## src/sv/mbe_pkg.sv

```systemverilog
// Shared types and state codes for the Mandelbrot escape-time unit.
`timescale 1ns / 1ps

package mbe_pkg;

	// One request: the point c in signed fixed point.
	typedef struct packed {
		logic signed [31:0] point_real;
		logic signed [31:0] point_imag;
	} point_t;

	// One result: inside flag, escape count and final squared magnitude in Q32.32.
	typedef struct packed {
		logic        inside_res;
		logic [15:0] escape_count;
		logic [63:0] final_magnitude_sq;
	} result_t;

	// Request to the shared multiplier.
	typedef struct packed {
		logic go;
		logic half;   // shift by one fraction bit less, giving 2*a*b
	} mul_req_t;

	// Response of the shared multiplier.
	typedef struct packed {
		logic               done;
		logic signed [63:0] value;
	} mul_rsp_t;

	typedef enum logic [4:0] {
		ST_IDLE,
		ST_Y2,
		ST_Y2_W,
		ST_A2,
		ST_A2_W,
		ST_Q,
		ST_S,
		ST_LHS,
		ST_LHS_W,
		ST_CMP1,
		ST_B2,
		ST_B2_W,
		ST_BSUM,
		ST_SX,
		ST_SX_W,
		ST_SY,
		ST_SY_W,
		ST_CHK,
		ST_XY,
		ST_XY_W,
		ST_NX,
		ST_NY
	} mbe_state_t;

	localparam logic signed [63:0] S64_MAX = 64'sh7FFF_FFFF_FFFF_FFFF;
	localparam logic signed [63:0] S64_MIN = 64'sh8000_0000_0000_0000;

endpackage

```

## src/sv/mbe_mul.sv

```systemverilog
// Multi-cycle saturating fixed-point multiplier built on one 32x32 multiplier.
`timescale 1ns / 1ps

module mbe_mul #(
	parameter int FRAC_BITS = 28
) (
	input  logic                clk,
	input  logic                arst_n,
	input  mbe_pkg::mul_req_t   req,
	input  logic signed [63:0]  op_a,
	input  logic signed [63:0]  op_b,
	output mbe_pkg::mul_rsp_t   rsp
);

	localparam logic [127:0] MASK_F  = (128'd1 << FRAC_BITS) - 128'd1;
	localparam logic [127:0] MASK_F1 = (128'd1 << (FRAC_BITS - 1)) - 128'd1;

	logic         run_q;
	logic [2:0]   phase_q;
	logic         done_q;
	logic [63:0]  am_q;
	logic [63:0]  bm_q;
	logic         neg_q;
	logic         half_q;
	logic [63:0]  pp_q;
	logic [127:0] acc_q;
	logic [63:0]  qlo_q;
	logic         qhi_q;
	logic         rem_q;
	logic signed [63:0] val_q;

	logic [31:0]  mx;
	logic [31:0]  my;
	logic [63:0]  prod;
	logic [127:0] pp_sh;
	logic [127:0] acc_shift;
	logic         acc_rem;
	logic [64:0]  q_inc;
	logic signed [63:0] val_d;

	// Partial product order: low*low, low*high, high*low, high*high.
	always_comb begin
		case (phase_q)
			3'd0: begin
				mx = am_q[31:0];
				my = bm_q[31:0];
			end
			3'd1: begin
				mx = am_q[31:0];
				my = bm_q[63:32];
			end
			3'd2: begin
				mx = am_q[63:32];
				my = bm_q[31:0];
			end
			default: begin
				mx = am_q[63:32];
				my = bm_q[63:32];
			end
		endcase
		prod = {32'd0, mx} * {32'd0, my};

		// The product registered in the previous phase lands at its own weight.
		case (phase_q)
			3'd1:         pp_sh = {64'd0, pp_q};
			3'd2, 3'd3:   pp_sh = {32'd0, pp_q, 32'd0};
			default:      pp_sh = {pp_q, 64'd0};
		endcase

		acc_shift = half_q ? (acc_q >> (FRAC_BITS - 1)) : (acc_q >> FRAC_BITS);
		acc_rem   = half_q ? (|(acc_q & MASK_F1)) : (|(acc_q & MASK_F));

		// Negative results round toward minus infinity: bump the magnitude on a remainder.
		q_inc = {1'b0, qlo_q} + {64'd0, rem_q};
		if (!neg_q) begin
			val_d = (qhi_q || qlo_q[63]) ? mbe_pkg::S64_MAX : $signed(qlo_q);
		end else if (qhi_q || q_inc[64] || q_inc[63]) begin
			val_d = mbe_pkg::S64_MIN;
		end else begin
			val_d = $signed(~q_inc[63:0] + 64'd1);
		end
	end

	always_ff @(posedge clk or negedge arst_n) begin
		if (!arst_n) begin
			run_q   <= 1'b0;
			phase_q <= 3'd0;
			done_q  <= 1'b0;
		end else begin
			done_q <= 1'b0;
			if (req.go) begin
				run_q   <= 1'b1;
				phase_q <= 3'd0;
			end else if (run_q) begin
				if (phase_q == 3'd6) begin
					run_q  <= 1'b0;
					done_q <= 1'b1;
				end
				phase_q <= phase_q + 3'd1;
			end
		end
	end

	always_ff @(posedge clk) begin
		if (req.go) begin
			am_q   <= op_a[63] ? (~op_a + 64'd1) : op_a;
			bm_q   <= op_b[63] ? (~op_b + 64'd1) : op_b;
			neg_q  <= op_a[63] ^ op_b[63];
			half_q <= req.half;
			acc_q  <= '0;
		end else if (run_q) begin
			if (phase_q <= 3'd3) begin
				pp_q <= prod;
			end
			if (phase_q >= 3'd1 && phase_q <= 3'd4) begin
				acc_q <= acc_q + pp_sh;
			end
			if (phase_q == 3'd5) begin
				qlo_q <= acc_shift[63:0];
				qhi_q <= |acc_shift[127:64];
				rem_q <= acc_rem;
			end
			if (phase_q == 3'd6) begin
				val_q <= val_d;
			end
		end
	end

	assign rsp.done  = done_q;
	assign rsp.value = val_q;

endmodule

```

## config.mk

```make
export PLATFORM = sky130hd
export DESIGN_NAME = mbe_mul
export DESIGN_NICKNAME = d
export VERILOG_FILES = /design/src/sv/mbe_pkg.sv /design/src/sv/mbe_mul.sv
export SDC_FILE = /design/constraint.sdc
export NUM_CORES = 2
export LEC_CHECK = 0
export BUFFER_PORTS_ARGS = -buffer_cell sky130_fd_sc_hd__buf_2
export CAP_MARGIN = 20
export CORE_MARGIN = 2
export CORE_UTILIZATION = 50
export DETAILED_ROUTE_END_ITERATION = 7
export PLACE_DENSITY = 0.74
export SLEW_MARGIN = 20
export SYNTH_ARGS = -nofsm -noshare
export SYNTH_HDL_FRONTEND = slang
export SYNTH_SLANG_ARGS = --single-unit
```

## constraint.sdc

```tcl
create_clock -name clk -period 9.95 [get_ports clk]
set_input_delay 0.995 -clock clk [delete_from_list [all_inputs] [get_ports clk]]
set_output_delay 0.995 -clock clk [all_outputs]
set_load 0.005 [all_outputs]
```

# Word level (Yosys, flattened, before mapping)

Index checks and enable logic that the tools add are counted.

Register bits after elaboration: 457
Input port bits: 132
Output and inout port bits: 65
Word-level logic and storage cells: 69

Add/subtract/negate cells: 6
Multipliers: 1
Order comparisons: 3
Eq/ne operators: 5
Mux-type cells: 18
Bitwise gates (word level): 5
Reduce and logical (&&, ||, !) cells: 16

Operator list:

| operator                                                        | count |
|---|---|
| case mux 128 bit (2 select lines)                               | 1 |
| adder 64 x 1 -> 64 bit (second input constant)                  | 3 |
| 2-to-1 mux 64 bit                                               | 3 |
| NOT 64 bit                                                      | 3 |
| adder 128 bit                                                   | 1 |
| 2-to-1 mux 63 bit                                               | 2 |
| 2-to-1 mux 101 bit                                              | 1 |
| adder 64 x 1 -> 65 bit                                          | 1 |
| multiplier 32 x 32 -> 64 bit                                    | 1 |
| 2-to-1 mux 32 bit                                               | 2 |
| OR reduction 64 bit                                             | 1 |
| OR reduction 28 bit                                             | 1 |
| OR reduction 27 bit                                             | 1 |
| AND reduction 3 bit                                             | 3 |
| 2-to-1 mux 1 bit                                                | 7 |
| == test 3 x 2 -> 1 bit (second input constant)                  | 2 |
| == test 3 bit (second input constant)                           | 2 |
| 2-to-1 mux 3 bit                                                | 2 |
| OR reduction 2 bit                                              | 3 |
| adder 3 x 1 -> 3 bit (second input constant)                    | 1 |
| == test 3 x 1 -> 1 bit (second input constant)                  | 1 |
| >= comparator 3 x 1 -> 1 bit (second input constant)            | 1 |
| less-or-equal comparator 3 x 2 -> 1 bit (second input constant) | 1 |
| less-or-equal comparator 3 bit (second input constant)          | 1 |
| other kinds (7)                                                 | 9 |

# Depth between registers and ports, before layout

Depth after elaboration: 5
Depth in mapped cells: 38
Mapped depth without buffers: 34

# Worst setup path before layout

Ideal clock, no wire load.

Path type: flip-flop to flip-flop
Start: register phase_q[0]
End: register pp_q[63], data pin
Setup time: 0.268 ns
Data arrival time: 9.319 ns
Data required time: 9.682 ns
Setup slack: 0.363 ns
Cell stages (with the launch flop): 36
Buffers on the path: 3
Period minus slack after synthesis: 9.587 ns
Path through: dfrtp_1 inv_1 ha_1 o21ai_0 clkbuf_1 clkbuf_1 mux2i_1 clkbuf_1 nor2_1 fa_1 fa_1 fa_1 inv_1 fa_1 inv_1 fa_1 inv_1 fa_1 inv_1 fa_1 inv_1 fa_1 inv_1 ha_1 o211ai_1 o21a_1 o21ai_0 o211a_1 a22oi_1 a21oi_1 a211oi_1 or2_2 o21ai_0 a21oi_1 o41ai_1 xnor2_1

Cells in the longest elaborated chain, start to end: 4
Elaborated cells on any way between the ends: 8
Classes of those cells: mul: 1; eq/ne: 2; mux: 2; reduce/logical: 3

RTL lines:

| item                                                 | RTL line       | source |
|---|---|---|
| from (decl)                                          | mbe_mul.sv:19  | `logic [2:0] phase_q;` |
| from (signal assigned)                               | mbe_mul.sv:99  | `phase_q <= phase_q + 3'd1;` |
| == test 3 x 1 -> 1 bit, or another cell as far along | mbe_mul.sv:43  | `case (phase_q)` |
| OR reduction 2 bit (no line)                         | -              |  |
| 2-to-1 mux 32 bit                                    | mbe_mul.sv:43  |  |
| multiplier 32 x 32 -> 64 bit *                       | mbe_mul.sv:61  | `prod = {32'd0, mx} * {32'd0, my};` |
| via prod[63]                                         | mbe_mul.sv:34  | `logic [63:0] prod;` |
| to (signal assigned)                                 | mbe_mul.sv:113 | `pp_q <= prod;` |
| to (decl)                                            | mbe_mul.sv:25  | `logic [63:0] pp_q;` |

Mark *: on every way through the listed nets, which the timed path passes. The rest lies on a longest branch.
A chain may end at the register's enable or synchronous reset.

# Worst setup path in the final report

Start: register phase_q[1]
End: register pp_q[63], data pin

The elaborated chain is that of the path after synthesis.

==> impl_metrics.env <==
export IMPL_worst_pin_slew_ns=1.20
export IMPL_reg2reg_slack_ns=0.32
export IMPL_cp_num_buf_inv=8
export IMPL_yosysSeqAreaShare=0.193
export IMPL_crit_path_frequent_cell="fa_1"
export IMPL_avgViaCountPerCell=5.93
export IMPL_antenna_found_initial=2
export IMPL_synthTopCellsByArea="fa_1 28%, edfxtp_1 15%, ha_1 7.8%"
export IMPL_cts_root_buf="clkbuf_16"
export IMPL_async_reset_ff_frac=0.0109
export IMPL_synth_seq_cells=457
export IMPL_tns_ns=0
export IMPL_syn_inst=7314
export IMPL_slowest_stage="fa_1"
export IMPL_hold_class="in2async"
export IMPL_wirelength_mm=212
export IMPL_initial_core_util=0.504
export IMPL_drv_cap=0
export IMPL_synth_compound_area_frac=0.116
export IMPL_die_area_mm2=0.131
export IMPL_cts_made_buffers=50
export IMPL_synth_top_family_by_area="adder cells"
export IMPL_synthXorXnorAreaFrac=0.0518
export IMPL_muxShareOfSynthArea=0.0334
export IMPL_crit_type="reg2reg"
export IMPL_hpwl_mm=172
export IMPL_synthesis_area_mm2=0.0642
export IMPL_layout_common_cells="987 x inv_1, 897 x fa_1, 884 x nand2_1"
export IMPL_hold_viol=0
export IMPL_startpoint_type="flop"
export IMPL_synth_distinct_cells=86
export IMPL_synth_edf_count=324
export IMPL_outcome="complete, no violations"
export IMPL_cp_arrival_ns=10.04
export IMPL_slew_limit_headroom=0.196
export IMPL_cts_tree="built"
export IMPL_fmaxAchievable_ghz=0.104
export IMPL_cts_htree_levels=2
export IMPL_vias=53900
export IMPL_die_h_um=362
export IMPL_yosys_warnings=0
export IMPL_fin_skew_ns=0.0529
export IMPL_synthSimpleGateAreaFrac=0.168
export IMPL_io_buffers=196
export IMPL_synth_main_ff_cell="edfxtp_1"
export IMPL_fin_crit_ns=9.63
export IMPL_period_share=0.968
export IMPL_area_growth_pct=8.77
export IMPL_setup_violations_final=0
export IMPL_rows=131
export IMPL_grt_pass1_vias=54400
export IMPL_grt_ovfl_total=0
export IMPL_nets=8815
export IMPL_grt_max_degree=149
export IMPL_synth_top_area_frac=0.280
export IMPL_syn_area_per_cell_um2=8.78
export IMPL_cts_path_max_buffers=3
export IMPL_maxSlewViolCount=0
export IMPL_dr_first_iter_drc_count=4620
export IMPL_wl_per_cell_um=23.3
export IMPL_grt_total_usage=0.322
export IMPL_drive_above_1_share=0.0967
export IMPL_rsz0062_at_grt="no"
export IMPL_core_area_mm2=0.128
export IMPL_cp_end_kind="flop"
export IMPL_drt_pass1_iter_count=6
export IMPL_cp_max_fo=23
export IMPL_drcViolationCount=0
export IMPL_fin_hold_ws_ns=0.180
export IMPL_required_ns=10.36
export IMPL_cp_top_family="adder cells"
export IMPL_io_pins=197
export IMPL_cts_clk_slew_worst_paths_ns=0.07
export IMPL_clkLatencyLatePin_ns=0.68
export IMPL_synthAdderAreaFrac=0.357
export IMPL_cts_hold_buf=0
export IMPL_ant_nets=0
export IMPL_cts_sinks=457
export IMPL_synth_fp_nets=8743
export IMPL_final_common_cell="inv_1"
export IMPL_cp_slowest_stage_delay_ns=0.64
export IMPL_grt_pass1_wl_mm=323
export IMPL_synth_top_area_cell="fa_1"
export IMPL_gp_congestion=1.02
export IMPL_die_w_um=362
[metal layers]
layer	part of all wire	routed length (um)	track usage	up-vias
met5	0	0	0	-
li1	-	-	-	24200
met3	0.096	20400	0.0711	676
met1	0.39	82500	0.405	26100
met2	0.44	92800	0.508	2812
met4	0.076	16200	0.195	0
[stage by stage]
| stage | util | worst slack [ns] | cells | cell area [um2] |
|---|---|---|---|---|
| global route | 0.548 | 0.0156 | 9088 | 69900 |
| finish | 0.548 | 0.320 | 9090 | 69900 |
| CTS | 0.546 | 0.0396 | 9083 | 69700 |
| global placement | 0.533 | 0.273 | 8989 | 68000 |
| floorplan | - | 0.363 | 7314 | 64200 |
| detailed placement | 0.533 | 0.0550 | 8991 | 68000 |
[synthesized netlist by cell type, types with 128 or more instances]
cell / count
a21oi_1: 376
nand2_1: 885
a21o_1: 137
fa_1: 897
xnor2_1: 283
ha_1: 400
inv_1: 987
nor2_1: 827
dfxtp_1: 128
edfxtp_1: 324
clkbuf_1: 348
o21ai_0: 283
mux2_2: 130
[cells by family (layout without fill, tap and decap cells)]
| logic type | count (synthesis) | count (layout) |
|---|---|---|
| xor+xnor | 380 | 380 |
| mux | 198 | 198 |
| fa+ha+maj | 1297 | 1297 |
| simple gates | 2432 | 2432 |
| compound gates | 1186 | 1186 |
| buf+inv | 1364 | 1476 |
| flops | 457 | 457 |
| other cells | 0 | 2 |
[area by class of cell]
type,count,area [um2]
multi-input cells,5493,47000
repair buffers,396,2920
well taps,1662,2080
inverters,988,3710
diodes,2,5.00
flip-flops and latches,457,12400
fillers,11600,57600
clock inverters,25,332
clock buffers,67,1370
[worst paths after layout]
path / from / to / depth (start not counted)
max in group asynchronous: arst_n / phase_q[0]$_DFFE_PN0P_ / 1
min reg2reg: acc_q[5]$_SDFFE_PP0P_ / acc_q[5]$_SDFFE_PP0P_ / 2
min in group clk: acc_q[5]$_SDFFE_PP0P_ / acc_q[5]$_SDFFE_PP0P_ / 2
max reg2reg: phase_q[1]$_DFFE_PN0P_ / pp_q[63]$_DFFE_PP_ / 33
max: phase_q[1]$_DFFE_PN0P_ / pp_q[63]$_DFFE_PP_ / 33
min: arst_n / phase_q[1]$_DFFE_PN0P_ / 1
[repair_timing]
item / CTS / global route
setup buffers: 0 / 3
gates resized for setup: 0 / 19
endpoints found under the hold margin: 0 / 0
endpoints found under the setup margin: 0 / 10
[registers in the layout, summed over array words and instances, names as in the netlist]
register / flops
acc_q: 128
am_q: 64
bm_q: 64
pp_q: 64
qlo_q: 64
val_q: 64
phase_q: 3
done_q: 1
half_q: 1
neg_q: 1
qhi_q: 1
rem_q: 1
run_q: 1
Power is left out: the tool's default activity adds up to more than one toggle a clock period on the data nets, which glitch-free logic cannot reach.
